`src/hdl/prtp_pkg.sv`:
```
// ----------------------------------------------------------------------------
// prtp_pkg
// Shared types and constants for the port range text parser.
// ----------------------------------------------------------------------------
`default_nettype none

package prtp_pkg;

    localparam int unsigned CH_W      = 8;
    localparam int unsigned PORT_W    = 16;
    localparam int unsigned COUNT_W   = 8;
    localparam int unsigned TDATA_W   = 48;
    localparam int unsigned Q_DEPTH   = 4;
    localparam int unsigned Q_PTR_W   = $clog2(Q_DEPTH);
    localparam int unsigned Q_CNT_W   = $clog2(Q_DEPTH + 1);

    localparam logic [PORT_W-1:0]  MAX_PORT  = 16'hFFFF;
    localparam logic [COUNT_W-1:0] MAX_COUNT = 8'hFF;

    localparam logic [CH_W-1:0] CH_SPACE  = 8'd32;
    localparam logic [CH_W-1:0] CH_TAB    = 8'd9;
    localparam logic [CH_W-1:0] CH_CR     = 8'd13;
    localparam logic [CH_W-1:0] CH_COLON  = 8'd58;
    localparam logic [CH_W-1:0] CH_DASH   = 8'd45;
    localparam logic [CH_W-1:0] CH_COMMA  = 8'd44;
    localparam logic [CH_W-1:0] CH_QUOTE  = 8'd34;
    localparam logic [CH_W-1:0] CH_NUL    = 8'd0;
    localparam logic [CH_W-1:0] CH_ZERO   = 8'd48;
    localparam logic [CH_W-1:0] CH_NINE   = 8'd57;

    // classified character, as handed from front to back
    typedef struct packed {
        logic       is_ws;
        logic       is_sep;
        logic       is_digit;
        logic       is_term;
        logic       is_nul;
        logic [3:0] digit;
    } char_class_t;

    // parser phases
    typedef enum logic [5:0] {
        PH_SPACE   = 6'b000001,
        PH_UPONLY  = 6'b000010,
        PH_LOWER   = 6'b000100,
        PH_SEP     = 6'b001000,
        PH_UPPER   = 6'b010000,
        PH_DISCARD = 6'b100000
    } phase_t;

endpackage

`default_nettype wire

```
`src/hdl/port_range_text_parser.sv`:
```
// ----------------------------------------------------------------------------
// port_range_text_parser
// Parses a port range ("80", "1000-2000", ":443", "8000:") from a byte stream.
// ----------------------------------------------------------------------------
// The s_ channel takes one text byte per word; byte 0 ends a string. The m_
// channel gives one result word per parsed range or syntax error, carrying
// ok, lower and upper bound and the count of bytes consumed before the
// terminator. After a result, bytes up to the next byte 0 are dropped.
// Throughput is one byte per cycle while no result is held: the parser in
// the back unit updates its state once per byte. A byte is classified in
// the front unit and passes a four-word queue; the parser registers the
// result word from the deciding byte once it reads that byte from the queue.
// When the receiver stalls, the held result word blocks the parser, the
// queue fills behind it and s_tready drops once it holds four bytes; nothing
// is lost. A synchronous low aresetn empties the queue, drops any pending
// result and returns the parser to the leading whitespace phase.
// ----------------------------------------------------------------------------
`default_nettype none

module port_range_text_parser (
    input  wire logic         aclk,
    input  wire logic         aresetn,
    input  wire logic         s_tvalid,
    output logic              s_tready,
    input  wire logic [7:0]   s_tdata,   // [7:0] ch
    output logic              m_tvalid,
    input  wire logic         m_tready,
    output logic [47:0]       m_tdata    // [0] ok, [16:1] lower_port,
                                         // [32:17] upper_port, [40:33] consumed
);

    logic                     q_valid;
    logic                     q_pop;
    prtp_pkg::char_class_t    q_data;

    // byte classification and queue
    prtp_front u_front (
        .aclk     (aclk),
        .aresetn  (aresetn),
        .s_tvalid (s_tvalid),
        .s_tready (s_tready),
        .s_tdata  (s_tdata),
        .q_valid  (q_valid),
        .q_data   (q_data),
        .q_pop    (q_pop)
    );

    // range parser and result register
    prtp_back u_back (
        .aclk     (aclk),
        .aresetn  (aresetn),
        .q_valid  (q_valid),
        .q_data   (q_data),
        .q_pop    (q_pop),
        .m_tvalid (m_tvalid),
        .m_tready (m_tready),
        .m_tdata  (m_tdata)
    );

endmodule

`default_nettype wire

```
`src/hdl/prtp_front.sv`:
```
// ----------------------------------------------------------------------------
// prtp_front
// Accepts text words, classifies each byte and queues the class for the back.
// ----------------------------------------------------------------------------
`default_nettype none

module prtp_front (
    input  wire logic                         aclk,
    input  wire logic                         aresetn,
    input  wire logic                         s_tvalid,
    output logic                              s_tready,
    input  wire logic [prtp_pkg::CH_W-1:0]    s_tdata,
    output logic                              q_valid,
    output prtp_pkg::char_class_t             q_data,
    input  wire logic                         q_pop
);

    prtp_pkg::char_class_t                  cls;
    prtp_pkg::char_class_t                  mem [prtp_pkg::Q_DEPTH];
    logic [prtp_pkg::Q_PTR_W-1:0]           wr_ptr_reg, wr_ptr_next;
    logic [prtp_pkg::Q_PTR_W-1:0]           rd_ptr_reg, rd_ptr_next;
    logic [prtp_pkg::Q_CNT_W-1:0]           count_reg, count_next;
    logic                                   push;
    logic                                   pop;
    logic [prtp_pkg::CH_W-1:0]              digit_off;

    // byte classification
    always_comb begin
        digit_off    = s_tdata - prtp_pkg::CH_ZERO;
        cls.is_ws    = (s_tdata == prtp_pkg::CH_SPACE) ||
                       ((s_tdata >= prtp_pkg::CH_TAB) && (s_tdata <= prtp_pkg::CH_CR));
        cls.is_sep   = (s_tdata == prtp_pkg::CH_COLON) || (s_tdata == prtp_pkg::CH_DASH);
        cls.is_digit = (s_tdata >= prtp_pkg::CH_ZERO) && (s_tdata <= prtp_pkg::CH_NINE);
        cls.is_nul   = (s_tdata == prtp_pkg::CH_NUL);
        cls.is_term  = cls.is_ws || cls.is_nul ||
                       (s_tdata == prtp_pkg::CH_COMMA) || (s_tdata == prtp_pkg::CH_QUOTE);
        cls.digit    = digit_off[3:0];
    end

    // class queue control
    assign s_tready = (count_reg != prtp_pkg::Q_CNT_W'(prtp_pkg::Q_DEPTH));
    assign push     = s_tvalid && s_tready;
    assign q_valid  = (count_reg != '0);
    assign pop      = q_pop && q_valid;
    assign q_data   = mem[rd_ptr_reg];

    always_comb begin
        wr_ptr_next = push ? wr_ptr_reg + 1'b1 : wr_ptr_reg;
        rd_ptr_next = pop  ? rd_ptr_reg + 1'b1 : rd_ptr_reg;
        count_next  = count_reg;
        if (push && !pop) begin
            count_next = count_reg + 1'b1;
        end else if (pop && !push) begin
            count_next = count_reg - 1'b1;
        end
    end

    always_ff @(posedge aclk) begin
        if (!aresetn) begin
            wr_ptr_reg <= '0;
            rd_ptr_reg <= '0;
            count_reg  <= '0;
        end else begin
            wr_ptr_reg <= wr_ptr_next;
            rd_ptr_reg <= rd_ptr_next;
            count_reg  <= count_next;
        end
    end

    // queue storage
    always_ff @(posedge aclk) begin
        if (push) begin
            mem[wr_ptr_reg] <= cls;
        end
    end

endmodule

`default_nettype wire

```
`src/hdl/prtp_back.sv`:
```
// ----------------------------------------------------------------------------
// prtp_back
// Runs the range parser on classified bytes and holds the result word.
// ----------------------------------------------------------------------------
`default_nettype none

module prtp_back (
    input  wire logic                          aclk,
    input  wire logic                          aresetn,
    input  wire logic                          q_valid,
    input  wire prtp_pkg::char_class_t         q_data,
    output logic                               q_pop,
    output logic                               m_tvalid,
    input  wire logic                          m_tready,
    output logic [prtp_pkg::TDATA_W-1:0]       m_tdata
);

    prtp_pkg::phase_t                     phase_reg, phase_next;
    logic [prtp_pkg::PORT_W-1:0]          accum_reg, accum_next;
    logic [prtp_pkg::PORT_W-1:0]          lower_reg, lower_next;
    logic [prtp_pkg::COUNT_W-1:0]         count_reg, count_next;
    logic                                 seen_reg, seen_next;
    logic                                 m_valid_reg, m_valid_next;
    logic                                 ok_reg, ok_next;
    logic [prtp_pkg::PORT_W-1:0]          lo_reg, lo_next;
    logic [prtp_pkg::PORT_W-1:0]          hi_reg, hi_next;
    logic [prtp_pkg::COUNT_W-1:0]         cons_reg, cons_next;

    logic                                 fire;
    logic                                 emit;
    logic                                 good;
    logic [prtp_pkg::PORT_W-1:0]          res_lo;
    logic [prtp_pkg::PORT_W-1:0]          res_hi;
    logic [prtp_pkg::PORT_W+3:0]          acc_ten;
    logic                                 ovf;
    logic [prtp_pkg::COUNT_W-1:0]         count_inc;

    assign fire  = q_valid && (!m_valid_reg || m_tready);
    assign q_pop = fire;

    // accumulate one decimal digit
    always_comb begin
        acc_ten   = {accum_reg, 3'b000} + {2'b00, accum_reg, 1'b0}
                  + {(prtp_pkg::PORT_W)'(0), q_data.digit};
        ovf       = |acc_ten[prtp_pkg::PORT_W+3:prtp_pkg::PORT_W];
        count_inc = (count_reg == prtp_pkg::MAX_COUNT) ? count_reg : count_reg + 1'b1;
    end

    // parser next state
    always_comb begin
        phase_next = phase_reg;
        accum_next = accum_reg;
        lower_next = lower_reg;
        count_next = count_reg;
        seen_next  = seen_reg;
        emit       = 1'b0;
        good       = 1'b0;
        res_lo     = '0;
        res_hi     = '0;

        unique case (phase_reg)
            prtp_pkg::PH_SPACE: begin
                if (q_data.is_ws) begin
                    count_next = count_inc;
                end else if (q_data.is_sep) begin
                    count_next = count_inc;
                    accum_next = '0;
                    seen_next  = 1'b0;
                    phase_next = prtp_pkg::PH_UPONLY;
                end else if (q_data.is_digit) begin
                    accum_next = {(prtp_pkg::PORT_W-4)'(0), q_data.digit};
                    seen_next  = 1'b1;
                    count_next = count_inc;
                    phase_next = prtp_pkg::PH_LOWER;
                end else begin
                    emit = 1'b1;
                end
            end
            prtp_pkg::PH_UPONLY: begin
                if (q_data.is_digit) begin
                    if (ovf) begin
                        emit = 1'b1;
                    end else begin
                        accum_next = acc_ten[prtp_pkg::PORT_W-1:0];
                        seen_next  = 1'b1;
                        count_next = count_inc;
                    end
                end else begin
                    emit   = 1'b1;
                    good   = seen_reg && q_data.is_term;
                    res_lo = '0;
                    res_hi = accum_reg;
                end
            end
            prtp_pkg::PH_LOWER: begin
                if (q_data.is_digit) begin
                    if (ovf) begin
                        emit = 1'b1;
                    end else begin
                        accum_next = acc_ten[prtp_pkg::PORT_W-1:0];
                        seen_next  = 1'b1;
                        count_next = count_inc;
                    end
                end else if (q_data.is_sep) begin
                    lower_next = accum_reg;
                    count_next = count_inc;
                    phase_next = prtp_pkg::PH_SEP;
                end else begin
                    emit   = 1'b1;
                    good   = q_data.is_term;
                    res_lo = accum_reg;
                    res_hi = accum_reg;
                end
            end
            prtp_pkg::PH_SEP: begin
                if (q_data.is_digit) begin
                    accum_next = {(prtp_pkg::PORT_W-4)'(0), q_data.digit};
                    seen_next  = 1'b1;
                    count_next = count_inc;
                    phase_next = prtp_pkg::PH_UPPER;
                end else begin
                    emit   = 1'b1;
                    good   = q_data.is_term;
                    res_lo = lower_reg;
                    res_hi = prtp_pkg::MAX_PORT;
                end
            end
            prtp_pkg::PH_UPPER: begin
                if (q_data.is_digit) begin
                    if (ovf) begin
                        emit = 1'b1;
                    end else begin
                        accum_next = acc_ten[prtp_pkg::PORT_W-1:0];
                        seen_next  = 1'b1;
                        count_next = count_inc;
                    end
                end else begin
                    emit = 1'b1;
                    good = q_data.is_term;
                    // order the two bounds
                    if (lower_reg > accum_reg) begin
                        res_lo = accum_reg;
                        res_hi = lower_reg;
                    end else begin
                        res_lo = lower_reg;
                        res_hi = accum_reg;
                    end
                end
            end
            prtp_pkg::PH_DISCARD: begin
                if (q_data.is_nul) begin
                    phase_next = prtp_pkg::PH_SPACE;
                end
            end
            default: begin
                phase_next = prtp_pkg::PH_SPACE;
            end
        endcase

        // result ends the parse; discard unless the string ended here
        if (emit) begin
            accum_next = '0;
            lower_next = '0;
            count_next = '0;
            seen_next  = 1'b0;
            phase_next = q_data.is_nul ? prtp_pkg::PH_SPACE : prtp_pkg::PH_DISCARD;
        end
    end

    // output word register
    always_comb begin
        m_valid_next = m_valid_reg;
        ok_next      = ok_reg;
        lo_next      = lo_reg;
        hi_next      = hi_reg;
        cons_next    = cons_reg;
        if (fire && emit) begin
            m_valid_next = 1'b1;
            ok_next      = good;
            lo_next      = good ? res_lo : '0;
            hi_next      = good ? res_hi : '0;
            cons_next    = good ? count_reg : '0;
        end else if (m_tready) begin
            m_valid_next = 1'b0;
        end
    end

    always_ff @(posedge aclk) begin
        if (!aresetn) begin
            phase_reg   <= prtp_pkg::PH_SPACE;
            accum_reg   <= '0;
            lower_reg   <= '0;
            count_reg   <= '0;
            seen_reg    <= 1'b0;
            m_valid_reg <= 1'b0;
        end else begin
            m_valid_reg <= m_valid_next;
            if (fire) begin
                phase_reg <= phase_next;
                accum_reg <= accum_next;
                lower_reg <= lower_next;
                count_reg <= count_next;
                seen_reg  <= seen_next;
            end
        end
    end

    always_ff @(posedge aclk) begin
        ok_reg   <= ok_next;
        lo_reg   <= lo_next;
        hi_reg   <= hi_next;
        cons_reg <= cons_next;
    end

    assign m_tvalid = m_valid_reg;
    assign m_tdata  = {7'b0, cons_reg, hi_reg, lo_reg, ok_reg};

endmodule

`default_nettype wire

```
`config.mk`:
```
export PLATFORM = sky130hd
export DESIGN_NAME = port_range_text_parser
export DESIGN_NICKNAME = d
export VERILOG_FILES = /design/src/hdl/prtp_pkg.sv /design/src/hdl/port_range_text_parser.sv /design/src/hdl/prtp_front.sv /design/src/hdl/prtp_back.sv
export SDC_FILE = /design/constraint.sdc
export NUM_CORES = 1
export LEC_CHECK = 0
export BUFFER_PORTS_ARGS = -buffer_cell sky130_fd_sc_hd__buf_2
export CAP_MARGIN = 20
export CORE_MARGIN = 2
export CORE_UTILIZATION = 35
export CTS_BUF_LIST = sky130_fd_sc_hd__clkbuf_8
export DETAILED_ROUTE_END_ITERATION = 6
export GPL_ROUTABILITY_DRIVEN = 0
export PLACE_DENSITY_LB_ADDON = 0.05
export SETUP_SLACK_MARGIN = 0.1
export SYNTH_ARGS = -nofsm -noshare
export SYNTH_HDL_FRONTEND = slang
export SYNTH_SLANG_ARGS = --single-unit
```
`constraint.sdc`:
```
create_clock -name aclk -period 5.45 [get_ports aclk]
set_input_delay 1.09 -clock aclk [delete_from_list [all_inputs] [get_ports aclk]]
set_output_delay 1.09 -clock aclk [all_outputs]
set_load 0.02 [all_outputs]
```
Word-level counts from Yosys, hierarchy flattened
Memories as Yosys holds them, arrays and structs flattened. A register that Yosys moved wholly into a read port is not among the register bits.
Cells that the tools add are included.
{"block": "totals", "out_inout_bits": 50, "mem_count": 1, "regBits": 96, "rom_bits": 0, "latch_bits": 0, "ramBits": 36}
{"name": "u_front.mem", "words": 4, "width": 9, "read_ports": 1, "rd_clocked_by_memory_dff": 1, "write_ports": 1, "line_no": "prtp_front.sv:19", "text": "prtp_pkg::char_class_t mem [prtp_pkg::Q_DEPTH];"}
{"block": "classes", "bitwise": 0, "div_mod_pow": 0, "n_addsub": 8, "n_eq_ne": 25, "reduce_logical": 34, "multipliers": 0, "order_cmp": 5, "n_shift": 0, "n_mux": 70}
{"op": "$mux W16", "n": 19}
{"op": "$pmux W16 S3", "n": 2}
{"op": "$mux W8", "n": 9}
{"op": "$pmux W16 S4", "n": 1}
{"op": "$mux W6", "n": 9}
{"op": "$eq A8 B6 Y1 const B", "n": 5}
{"op": "$pmux W8 S4", "n": 1}
{"op": "$pmux W6 S5", "n": 1}
{"op": "$mux W1", "n": 21}
{"op": "$add A19 B17 Y20", "n": 1}
{"op": "$add A20 B4 Y20", "n": 1}
{"op": "$gt A16 B16 Y1", "n": 1}
{"op": "$ne A3 B2 Y1 const B", "n": 5}
{"op": "$logic_and A1 B1 Y1", "n": 9}
{"op": "$ne A3 B1 Y1 const B", "n": 3}
{"op": "$add A8 B1 Y8 const B", "n": 1}
{"op": "$eq A8 B8 Y1 const B", "n": 1}
{"op": "$ge A8 B4 Y1 const B", "n": 1}
{"op": "$ge A8 B6 Y1 const B", "n": 1}
{"op": "$le A8 B4 Y1 const B", "n": 1}
{"op": "$le A8 B6 Y1 const B", "n": 1}
{"op": "$logic_not A8 Y1", "n": 1}
{"op": "$ne A4 B3 Y1 const B", "n": 2}
{"op": "$reduce_and A4 Y1", "n": 2}
{"op": "other kinds (27)", "n": 43}

Longest topological paths before layout
Gate-level depths: netlist (run 1).
{"block": "logic_depth", "depth_word": 8, "depth_mapped": 17, "depth_no_buf": 14}

By module
A second synthesis (run 1) with hierarchy kept.
{"block": "hier_totals", "hier_cells": 853, "area_unflattened_um2": 8280.4}
{"mod": "prtp_back", "n_inst": 1, "area_each_um2": 6372.4, "seq_area_each_um2": 2192.1, "cells_per_inst": 733}
{"mod": "prtp_front", "n_inst": 1, "area_each_um2": 1908.1, "seq_area_each_um2": 1261.2, "cells_per_inst": 120}

Worst setup path before layout (run 1)
Ideal clock, no wire load.
{"block": "synth_path", "path_kind": "register to register", "startpoint": "reg with a tool-made name", "endpoint": "reg u_back.accum_reg[11] in the netlist's numbering", "setup_time_ns": 0.117, "synth_period_minus_slack_ns": 5.540, "arrival_time_ns": 5.423, "path_stages_with_launch": 17, "slack_ns": -0.090, "path_buffers": 3, "cell_sequence": "dfxtp_1 buf_2 mux4_2 ha_1 ha_1 fa_1 a211o_1 a211o_1 and4_1 or3b_2 nand4b_4 o31a_1 nand2b_1 buf_4 a21oi_4 buf_4 a22o_1"}
{"item": "end signal: assignment", "line_no": "prtp_back.sv:200", "text": "accum_reg <= accum_next;"}
{"item": "end: declaration", "line_no": "prtp_back.sv:19", "text": "logic [prtp_pkg::PORT_W-1:0] accum_reg, accum_next;"}

==> metrics.csv, run 1 <==
stage,metric,value,unit
clocking,CTS max path bufs,2,
sta,clock period minus worst slack,4740,ps
place,Placed Instances,1161,
synth,number of flops mapped to enable cells by yosys,77,
layout,FF+latch area,3450,um^2
synth,Synth top cells by count,"77 x edfxtp_1, 63 x nor2_1, 61 x mux2i_1",
worst_setup_path,Setup crit end kind,register,
clocking,clk slew on worst S/H paths,90,ps
drt,vias per cell,5.52,
place,placed inst area,8850,um^2
worst_setup_path,"reg-to-reg slack, setup",710,ps
floorplanning,chip width,158,um
sta,"Setup violations, final",0,
synth,Main synth FF type,edfxtp_1,
drt,wire length per cell,17.9,um
synth,"FF+latch count, synth",134,
global_route,initial antenna violation count,0,
min_path,worst hold stages,1,
sta,final hold slack,485,ps
drt,WL met1,10700,um
layout,Finished Core Util,39.8,%
min_path,min-delay worst type,reg2reg,
drt,routed length on met3,879,um
status,status,completed,
sta,Slew @ Worst Pin,961,ps
floorplanning,starting density of the core,35.5,%
power,Pwr Density,368,nW/um^2
clocking,hold_buf cts,0,
worst_setup_path,Worst Path Arrival,5120,ps
sta,Final Worst Setup Slack,706,ps
floorplanning,Core Box Area,23400,um^2
synth,post-synth cell types,75,
drt,DR top layer,met4,
worst_setup_path,Critical Path RT,5830,ps
layout,multi-input combinational cell area,4500,um^2
clocking,clock sink count,134,
drt,metal2 WL,9650,um
min_path,hold_sp,u_back.seen_reg,
sta,setup TNS,0,ps
job,Max-cap violations,0,
place,Post-Place Worst Slack,716,ps
worst_setup_path,type of origin of the critical path,register,
global_route,first-pass GRT wire length,34800,um
layout,Area Overhead vs Synth,12.1,%
layout,Final Non-Filler Cells,1196,
floorplanning,row count,56,
synth,Synth Warn #,0,
drt,Pre-Repair DR Iteration Count,5,
clocking,Root Buffer,clkbuf_8,
sta,Tcrit/Tclk final,87.0,%
drt,drt total wl,21400,um
synth,post-synth top area cell,edfxtp_1,
drt,Initial DRC Count,326,
global_route,GRT overflow,0,
worst_setup_path,"slowest stage delay, CP",560,ps
power,P_leak,3.44,nW
sta,max_slew headroom,35.2,%
clocking,post-CTS setup buffer count,0,
drt,DRC,0,
synth,most common cell in the netlist,edfxtp_1,
global_route,gr usage total,17.7,%
drt,via count,6602,
sta,Fmax,211,MHz
sta,RSZ-0062 raised after global routing,no,
drt,Antenna Violating Nets Remaining,0,
clocking,Clock Latency Late Sink,460,ps
power,Worst VDD drop,182,uV
sta,fin. max-slew vios,0,
worst_setup_path,CP max-delay cell,mux4_2,
place,count of input and output buffers,54,
place,DP Wirelength,15500,um
worst_setup_path,worst reg2reg endpoint,u_back.accum_reg[13],
floorplanning,I/O pin count,62,
global_route,largest net degree at the start of global routing,42,
worst_setup_path,Crit Path Max Fanout,12,
clocking,htree depth,4,
clocking,CTS Buf Count,17,
layout,"Design Area, Final",9320,um^2
power,Tot Pwr,3.43,mW
layout,Antenna diodes,0,
synth,Mean Syn Cell Area,10.1,um^2
floorplanning,die area,25000,um^2
synth,Post-Syn Area,8310,um^2
global_route,vias in the first global route,6490,
worst_setup_path,Setup CP Type,reg2reg,
synth,Synth top area share,27.8,%
sta,clock skew,22.7,ps
layout,layout cells sized above 1,14.7,%
layout,Biggest register,u_front.mem,
clocking,post-cts resize count,0,
min_path,Hold Path Sink,u_back.seen_reg,
layout,flip-flop count of the largest register after layout,36,
layout,Nets,932,
sta,final hold vios,0,
synth,sequential fraction of the synthesis area,41.5,%
clocking,CTS tree,built,
floorplanning,DIE HEIGHT,158,um
worst_setup_path,FF-to-FF path depth,13,
synth,"top cells by area, synth","edfxtp_1 28%, dfxtp_1 14%, ha_1 8.0%",
worst_setup_path,worst-path cell chain,mux4_2 -> ha_1 -> ha_1 -> fa_1 -> a211o_1 -> a211o_1 -> and4_1 -> o21bai_1 -> nand4b_4 -> o32a_4 -> nor3_4 -> and2_1 -> a32o_1,
layout,Fillers,2336,
synth,synthesized netlist cell count,827,
synth,Post-synth ARST share,0,%
==> worst max-delay path: cells and delay by family (launching register included) <==
family          cells  cell delay, ps
flops               1             450
fa+ha+maj           3             980
simple gates        4            1150
mux                 1             560
compound gates      5            1520
==> cell type report <==
cell class | count | share of cell area (%)
timing repair buffer | 68 | 4.32
multi-input combinational | 605 | 48.3
clock buffer | 17 | 2.51
sequential | 134 | 37.0
tap | 319 | 4.28
inverter | 38 | 1.53
clock inverter | 15 | 2.04
==> where the power goes <==
part | switching (mW) | internal (mW)
registers | 0.0951 | 1.20
clock network | 0.451 | 0.463
logic | 0.764 | 0.461
total | 1.31 | 2.12
==> worst max-delay path by stage <==
| stage | startpoint | endpoint | slack, ps | cells past startpoint |
|---|---|---|---|---|
| 2_1_floorplan | register | u_back.accum_reg[11] | 410 | 16 |
| 3_3_place_gp | register | u_back.accum_reg[13] | 810 | 13 |
| 3_5_place_dp | register | u_back.accum_reg[13] | 720 | 13 |
| 4_1_cts | register | u_back.accum_reg[13] | 670 | 13 |
| 5_1_grt | register | u_back.accum_reg[13] | 420 | 13 |
| 6_report | register | u_back.accum_reg[13] | 710 | 13 |
==> routing by layer <==
metal	track usage, %	up-vias
met4	4.68	0
met1	25.3	3191
met2	27.8	179
li1	-	3216
met3	3.01	16
met5	0	-
==> cell families (layout without fill, tap and decap cells) <==
group	after synthesis	in the layout	synth area share, %
AOI/OAI and AO/OA	246	246	20.4
DFF	134	134	41.5
buffers and inverters	94	138	4.88
adders and majority gates	56	56	8.70
and+or+nand+nor	209	209	12.9
muxes	72	72	9.92
xor gates and xnor gates	15	15	1.58
other	1	7	0.0451
==> layout by cell type (no fill, tap or decap), drive strengths merged, types with 7 or more instances in the layout <==
cell / instances
inv: 44
ha: 53
a22o: 19
xor2: 8
mux4: 8
buf: 68
o22ai: 35
nor3: 16
and3: 10
a22oi: 19
a21oi: 55
o21ai: 37
edfxtp: 77
o21a: 8
nand3: 18
and2: 20
clkbuf: 17
nor2: 64
xnor2: 7
a211oi: 8
mux2i: 61
a21o: 12
nand2: 40
dfxtp: 57
conb: 7
o311ai: 7
Note: power is estimated with default switching activity, not from simulation.
==> run 2: changes to the inputs <==
--- a/config.mk
+++ b/config.mk
@@ -8,10 +8,11 @@
 export BUFFER_PORTS_ARGS = -buffer_cell sky130_fd_sc_hd__buf_2
 export CAP_MARGIN = 20
 export CORE_MARGIN = 2
-export CORE_UTILIZATION = 35
+export CORE_UTILIZATION = 55
 export CTS_BUF_LIST = sky130_fd_sc_hd__clkbuf_8
 export DETAILED_ROUTE_END_ITERATION = 6
 export GPL_ROUTABILITY_DRIVEN = 0
+export MAX_ROUTING_LAYER = met4
 export PLACE_DENSITY_LB_ADDON = 0.05
 export SETUP_SLACK_MARGIN = 0.1
 export SYNTH_ARGS = -nofsm -noshare
==> run 2 against run 1 <==
Core utilization rose by 22 points. Fmax rose by 0.62%. Total power fell by 4.4%. Final area fell by 2.9%. Combinational power barely moved. Final cell count fell by 12%. Critical path depth did not move. Largest cell class unchanged. Highest routed layer unchanged.
==> metrics.csv, run 2 (synthesized netlist as in run 1, its figures left out) <==
stage,metric,value,unit,change
status,status,completed,,
sta,max_slew headroom,27.5,%,-7.8 points
drt,wire length per cell,18.2,um,+1.6%
sta,Final Worst Setup Slack,736,ps,+29.3 ps
sta,setup TNS,0,ps,unchanged
clocking,post-cts resize count,0,,unchanged
worst_setup_path,Levels on crit path,13,,unchanged
power,Tot Pwr,3.28,mW,-4.4%
min_path,min-delay worst type,reg2reg,,
floorplanning,DIE HEIGHT,127,um,-20%
global_route,gr usage total,25.1,%,+7.4 points
clocking,clock sink count,134,,unchanged
worst_setup_path,Setup crit end kind,register,,
clocking,post-CTS setup buffer count,0,,unchanged
worst_setup_path,Critical Path RT,5830,ps,about the same
layout,Area Overhead vs Synth,8.92,%,
layout,Biggest register,u_front.mem,,
global_route,largest net degree at the start of global routing,42,,unchanged
drt,Antenna Violating Nets Remaining,0,,unchanged
drt,Pre-Repair DR Iteration Count,5,,unchanged
clocking,Root Buffer,clkbuf_8,,
global_route,vias in the first global route,6289,,-3.1%
layout,Final Non-Filler Cells,1058,,-12%
worst_setup_path,FF-to-FF path depth,13,,unchanged
power,Pwr Density,362,nW/um^2,-1.6%
sta,fin. max-slew vios,0,,unchanged
layout,Antenna diodes,0,,unchanged
layout,Nets,929,,-0.32%
place,Placed Instances,1025,,-12%
worst_setup_path,Setup CP Type,reg2reg,,
drt,vias per cell,6.34,,+15%
layout,"commonest cells after routing, fill and taps aside","77 x edfxtp_1, 62 x nor2_1, 61 x mux2i_1",,
floorplanning,chip width,127,um,-20%
sta,Slew @ Worst Pin,1090,ps,+127 ps
drt,Initial DRC Count,734,,+130%
worst_setup_path,CP max-delay cell,mux4_2,,
worst_setup_path,Worst Path Buf+Inv,0,,unchanged
layout,flip-flop count of the largest register after layout,36,,unchanged
job,Max-cap violations,0,,unchanged
layout,"Design Area, Final",9060,um^2,-2.9%
global_route,GRT overflow,0,,unchanged
clocking,CTS tree,built,,
drt,DRC,0,,unchanged
place,DP Wirelength,13700,um,-12%
place,count of input and output buffers,54,,unchanged
worst_setup_path,Worst Path Arrival,5100,ps,-20 ps
floorplanning,Core Box Area,14600,um^2,-37%
global_route,first-pass GRT wire length,31700,um,-8.9%
sta,clock period minus worst slack,4710,ps,-29.3 ps
worst_setup_path,cell family with most CP delay,compound AO/OA/AOI/OAI gates,,
sta,final hold vios,0,,unchanged
worst_setup_path,type of origin of the critical path,register,,
clocking,CTS max path bufs,2,,unchanged
clocking,htree depth,4,,unchanged
drt,drt total wl,19200,um,-10%
sta,"Setup violations, final",0,,unchanged
sta,Tcrit/Tclk final,86.5,%,-0.54 points
place,Post-Place Worst Slack,771,ps,+55.1 ps
sta,clock skew,16.9,ps,-5.78 ps
worst_setup_path,"slowest stage delay, CP",550,ps,about the same
global_route,initial antenna violation count,0,,unchanged
floorplanning,I/O pin count,62,,unchanged
worst_setup_path,Crit Path Max Fanout,12,,unchanged
power,Worst VDD drop,211,uV,+16%
floorplanning,starting density of the core,56.8,%,+21 points
clocking,hold_buf cts,0,,unchanged
clocking,Clock Latency Late Sink,440,ps,-20 ps
worst_setup_path,worst-path cell chain,mux4_2 -> ha_1 -> ha_1 -> fa_1 -> a211o_1 -> a211o_1 -> and4_1 -> o21bai_1 -> nand4b_4 -> o32a_4 -> nor3_4 -> and2_1 -> a32o_1,,
sta,Fmax,212,MHz,+0.62%
layout,layout cells sized above 1,14.3,%,-0.41 points
clocking,clk slew on worst S/H paths,80,ps,about the same
power,P_leak,3.40,nW,-1.3%
floorplanning,row count,44,,-21%
sta,RSZ-0062 raised after global routing,no,,
place,placed inst area,8670,um^2,-2.0%
min_path,worst hold stages,1,,unchanged
floorplanning,die area,16100,um^2,-36%
drt,via count,6706,,+1.6%
layout,"most common cell after layout, fill and taps aside",edfxtp_1,,
clocking,CTS Buf Count,17,,unchanged
==> run 2: report_power, final <==
group / total [mW] / leakage (nW) / switching [mW] / internal, mW
Combinational: 1.21 / 2.02 / 0.751 / 0.456
Clock: 0.782 / 0.187 / 0.408 / 0.374
Sequential: 1.29 / 1.19 / 0.0934 / 1.20
==> run 2: area by class of cell <==
cell class | instances | area (um^2)
fillers | 1211 | 5590
multi-input cells | 605 | 4500
flip-flops and latches | 134 | 3450
repair buffers | 65 | 353
clock buffers | 18 | 248
well taps | 184 | 230
inverters | 38 | 143
clock inverters | 14 | 128
==> run 2: worst reg2reg max path, stage by stage, from the launching register on <==
cell and delay [ps]:
dfxtp_1 440, mux4_2 550, ha_1 290, ha_1 250, fa_1 430, a211o_1 340
a211o_1 290, and4_1 210, o21bai_1 210, nand4b_4 260, o32a_4 480, nor3_4 270
and2_1 420, a32o_1 220
==> run 2: path summary, 6_finish.rpt <==
| check | start | to | slack (ps) |
|---|---|---|---|
| max reg2reg | register | u_back.accum_reg[13] | 740 |
| min | u_back.seen_reg | u_back.seen_reg | 490 |
| max | register | u_back.accum_reg[13] | 740 |
| min reg2reg | u_back.seen_reg | u_back.seen_reg | 490 |
==> run 2: layer usage <==
layer	up-vias	GRT usage, %	part of all wire (%)
li1	3195	-	-
met1	3233	34.8	47
met2	245	37.3	45
met3	33	5.15	5.7
met4	0	7.76	1.4
met5	-	-	0
==> run 2: through the flow <==
| stage | hold slack (ps) | util, % |
|---|---|---|
| 6_report | 491 | 61.8 |
| 3_5_place_dp | 470 | 59.2 |
| 5_1_grt | 522 | 61.8 |
| 3_3_place_gp | 461 | 59.2 |
| 2_1_floorplan | 441 | - |
| 4_1_cts | 487 | 61.8 |
==> run 3: changes to the inputs <==
--- a/config.mk
+++ b/config.mk
@@ -17,4 +17,5 @@
 export SETUP_SLACK_MARGIN = 0.1
 export SYNTH_ARGS = -nofsm -noshare
 export SYNTH_HDL_FRONTEND = slang
+export SYNTH_HIERARCHICAL = 1
 export SYNTH_SLANG_ARGS = --single-unit
==> run 3 against run 2 <==
Routed wire length is 8.0% higher. Clock power rose by 14%. Non-clock buffer count is 2 higher. Sequential share of layout area is 0.063 points lower. Setup slack got worse by 330 ps. Area after synthesis decreased by 0.41%. Synthesized cell count grew 3.1%. Final cell count is 2.0% higher. Hold slack improved by 47 ps. Highest routed layer unchanged.
==> metrics.csv, run 3 <==
stage,metric,value,unit,change
power,Pwr Density,380,nW/um^2,+4.8%
sta,Tcrit/Tclk final,92.5,%,+6.0 points
power,Gate power share,36.8,%,about the same
power,Worst VDD drop,271,uV,+28%
power,switching part of the total power,40.0,%,+1.9 points
job,Max-cap violations,0,,unchanged
synth,Main synth FF type,edfxtp_1,,
drt,wire length per cell,19.3,um,+5.9%
layout,Nets,950,,+2.3%
sta,"Setup violations, final",0,,unchanged
sta,max_slew headroom,40.2,%,+13 points
sta,Slew @ Worst Pin,893,ps,-195 ps
worst_setup_path,"slowest stage delay, CP",530,ps,-20 ps
synth,post-synth top area cell,edfxtp_1,,
worst_setup_path,CP max-delay cell,mux4_2,,
floorplanning,Core Box Area,14600,um^2,unchanged
drt,routed length on met3,1450,um,+32%
power,switching power,1.38,mW,+10%
synth,synthesized netlist cell count,853,,+3.1%
status,status,completed,,
sta,final hold vios,0,,unchanged
worst_setup_path,Setup CP Type,reg2reg,,
global_route,gr usage total,27.0,%,+1.9 points
synth,Post-synth ARST share,0,%,unchanged
global_route,initial antenna violation count,0,,unchanged
sta,Fmax,198,MHz,-6.5%
drt,metal2 WL,10000,um,+14%
floorplanning,chip width,127,um,-0.20%
synth,Synth Warn #,6,,+6
worst_setup_path,Crit Path Max Fanout,32,,+20
worst_setup_path,type of origin of the critical path,register,,
synth,number of flops mapped to enable cells by yosys,77,,unchanged
worst_setup_path,worst-path cell chain,buf_4 -> mux4_2 -> ha_1 -> ha_1 -> fa_1 -> a21o_1 -> a221oi_2 -> nor4_1 -> o211a_1 -> o221a_1 -> and2_4 -> a31oi_1 -> nand2_1 -> inv_1 -> buf_4,,
drt,WL met1,8820,um,-3.4%
clocking,CTS tree,built,,
synth,post-synth cell types,76,,+1.3%
global_route,largest net degree at the start of global routing,41,,-2.4%
synth,Synth top cells by count,"77 x edfxtp_1, 70 x nor2_1, 61 x a21oi_1",,
layout,flip-flop count of the largest register after layout,36,,unchanged
clocking,clk slew on worst S/H paths,90,ps,about the same
place,Post-Place Worst Slack,484,ps,-287 ps
drt,DR top layer,met4,,
min_path,hold_sp,u_front/rd_ptr_reg[1],,
worst_setup_path,worst reg2reg endpoint,u_back/lo_reg[4],,
worst_setup_path,Worst Path Arrival,5160,ps,+60 ps
sta,setup TNS,0,ps,unchanged
clocking,hold_buf cts,0,,unchanged
clocking,CTS Buf Count,17,,unchanged
drt,drt total wl,20800,um,+8.0%
floorplanning,I/O pin count,62,,unchanged
min_path,min-delay worst type,reg2reg,,
drt,DRC,0,,unchanged
clocking,clock sink count,134,,unchanged
global_route,GRT overflow,0,,unchanged
place,DP Wirelength,14300,um,+4.4%
layout,Area Overhead vs Synth,9.55,%,
synth,Mean Syn Cell Area,9.71,um^2,-3.4%
layout,layout cells sized above 1,14.0,%,-0.34 points
layout,Antenna diodes,0,,unchanged
layout,"commonest cells after routing, fill and taps aside","77 x edfxtp_1, 70 x nor2_1, 61 x a21oi_1",,
global_route,vias in the first global route,6590,,+4.8%
floorplanning,DIE HEIGHT,127,um,-0.20%
clocking,CTS max path bufs,2,,unchanged
layout,"most common cell after layout, fill and taps aside",edfxtp_1,,
worst_setup_path,Critical Path RT,5570,ps,-260 ps
clocking,post-cts resize count,0,,unchanged
floorplanning,die area,16100,um^2,-0.39%
worst_setup_path,Setup crit end kind,register,,
sta,final hold slack,538,ps,+46.9 ps
drt,vias per cell,6.59,,+3.9%
sta,Final Worst Setup Slack,409,ps,-326 ps
place,count of input and output buffers,54,,unchanged
synth,Synth top area share,27.9,%,+0.11 points
drt,via count,7107,,+6.0%
clocking,Root Buffer,clkbuf_8,,
min_path,worst hold stages,2,,+1
sta,clock skew,18.6,ps,+1.73 ps
sta,RSZ-0062 raised after global routing,no,,
power,Int Power,2.06,mW,+1.8%
drt,Antenna Violating Nets Remaining,0,,unchanged
synth,Post-Syn Area,8280,um^2,-0.41%
synth,"FF+latch count, synth",134,,unchanged
power,Tot Pwr,3.44,mW,+5.0%
worst_setup_path,"reg-to-reg slack, setup",410,ps,-330 ps
global_route,first-pass GRT wire length,33400,um,+5.4%
sta,clock period minus worst slack,5040,ps,+326 ps
min_path,Hold Path Sink,u_front/rd_ptr_reg[1],,
drt,Pre-Repair DR Iteration Count,6,,+1
clocking,post-CTS setup buffer count,0,,unchanged
synth,"top cells by area, synth","edfxtp_1 28%, dfxtp_1 14%, ha_1 8.0%",,
layout,Biggest register,u_front/mem,,
drt,Initial DRC Count,786,,+7.1%
synth,sequential fraction of the synthesis area,41.7,%,+0.17 points
sta,fin. max-slew vios,0,,unchanged
power,P_leak,3.61,nW,+6.4%
synth,most common cell in the netlist,edfxtp_1,,
clocking,Clock Latency Late Sink,480,ps,+40 ps
worst_setup_path,FF-to-FF path depth,15,,+2
floorplanning,row count,44,,unchanged
clocking,htree depth,4,,unchanged
power,Flop pwr share,37.3,%,-2.1 points
layout,Finished Core Util,61.9,%,+0.10 points
power,clock network power share,25.9,%,+2.1 points
floorplanning,starting density of the core,56.5,%,-0.23 points
==> run 3: cell families after synthesis <==
kind of cell / share of synthesized area, %
AO/OA/AOI/OAI: 20.4
XOR/XNOR: 2.01
adder cells (fa/ha/maj): 8.73
buffers and inverters: 5.05
flip-flops: 41.7
multiplexers: 7.28
other: 0.0453
AND/OR/NAND/NOR: 14.8
==> run 3: through the flow <==
| stage | cells | area, um^2 |
|---|---|---|
| final | 1079 | 9070 |
| after global placement | 1045 | 8610 |
| after detailed placement | 1045 | 8610 |
| after CTS | 1077 | 9030 |
| after floorplan | 859 | 8300 |
| after global routing | 1079 | 9070 |
==> run 3: area by class of cell <==
cell class	count	area, um^2
multi-input combinational	627	4450
clock inverter	15	185
inverter	35	131
sequential	134	3450
fill	1222	5570
tap	184	230
clock buffer	17	234
timing repair buffer	67	392
==> run 3: worst max path at each step <==
stage	startpoint	slack [ps]	endpoint
global route	register	220	u_back/lo_reg[4]
global placement	register	620	u_back/lower_reg[11]
floorplan	register	520	u_back/cons_reg[0]
detailed placement	register	480	u_back/lo_reg[15]
finish	register	410	u_back/lo_reg[4]
CTS	register	440	u_back/lo_reg[15]
==> run 3: critical path: cells and delay by family (launching register included) <==
family          cells  cell delay, ps
simple gates        3             530
flops               1             410
buf+inv             3             730
fa+ha+maj           3             850
compound gates      5            1610
mux                 1             530
==> run 3: power by group through the flow <==
| stage | registers, mW | clock network [mW] | logic, mW |
|---|---|---|---|
| 3_5_place_dp | 1.30 | 0 | 1.25 |
| 2_1_floorplan | 1.29 | 0 | 0.935 |
| 5_1_grt | 1.30 | 0.950 | 1.38 |
| 6_report | 1.28 | 0.891 | 1.27 |
| 3_3_place_gp | 1.30 | 0 | 1.22 |
| 4_1_cts | 1.28 | 0.904 | 1.25 |
==> run 3: metal layers <==
| layer | vias to the layer above | GRT usage, % |
|---|---|---|
| met5 | - | - |
| met4 | 0 | 11.3 |
| met3 | 45 | 5.74 |
| met2 | 337 | 42.5 |
| met1 | 3420 | 34.0 |
| li1 | 3305 | - |
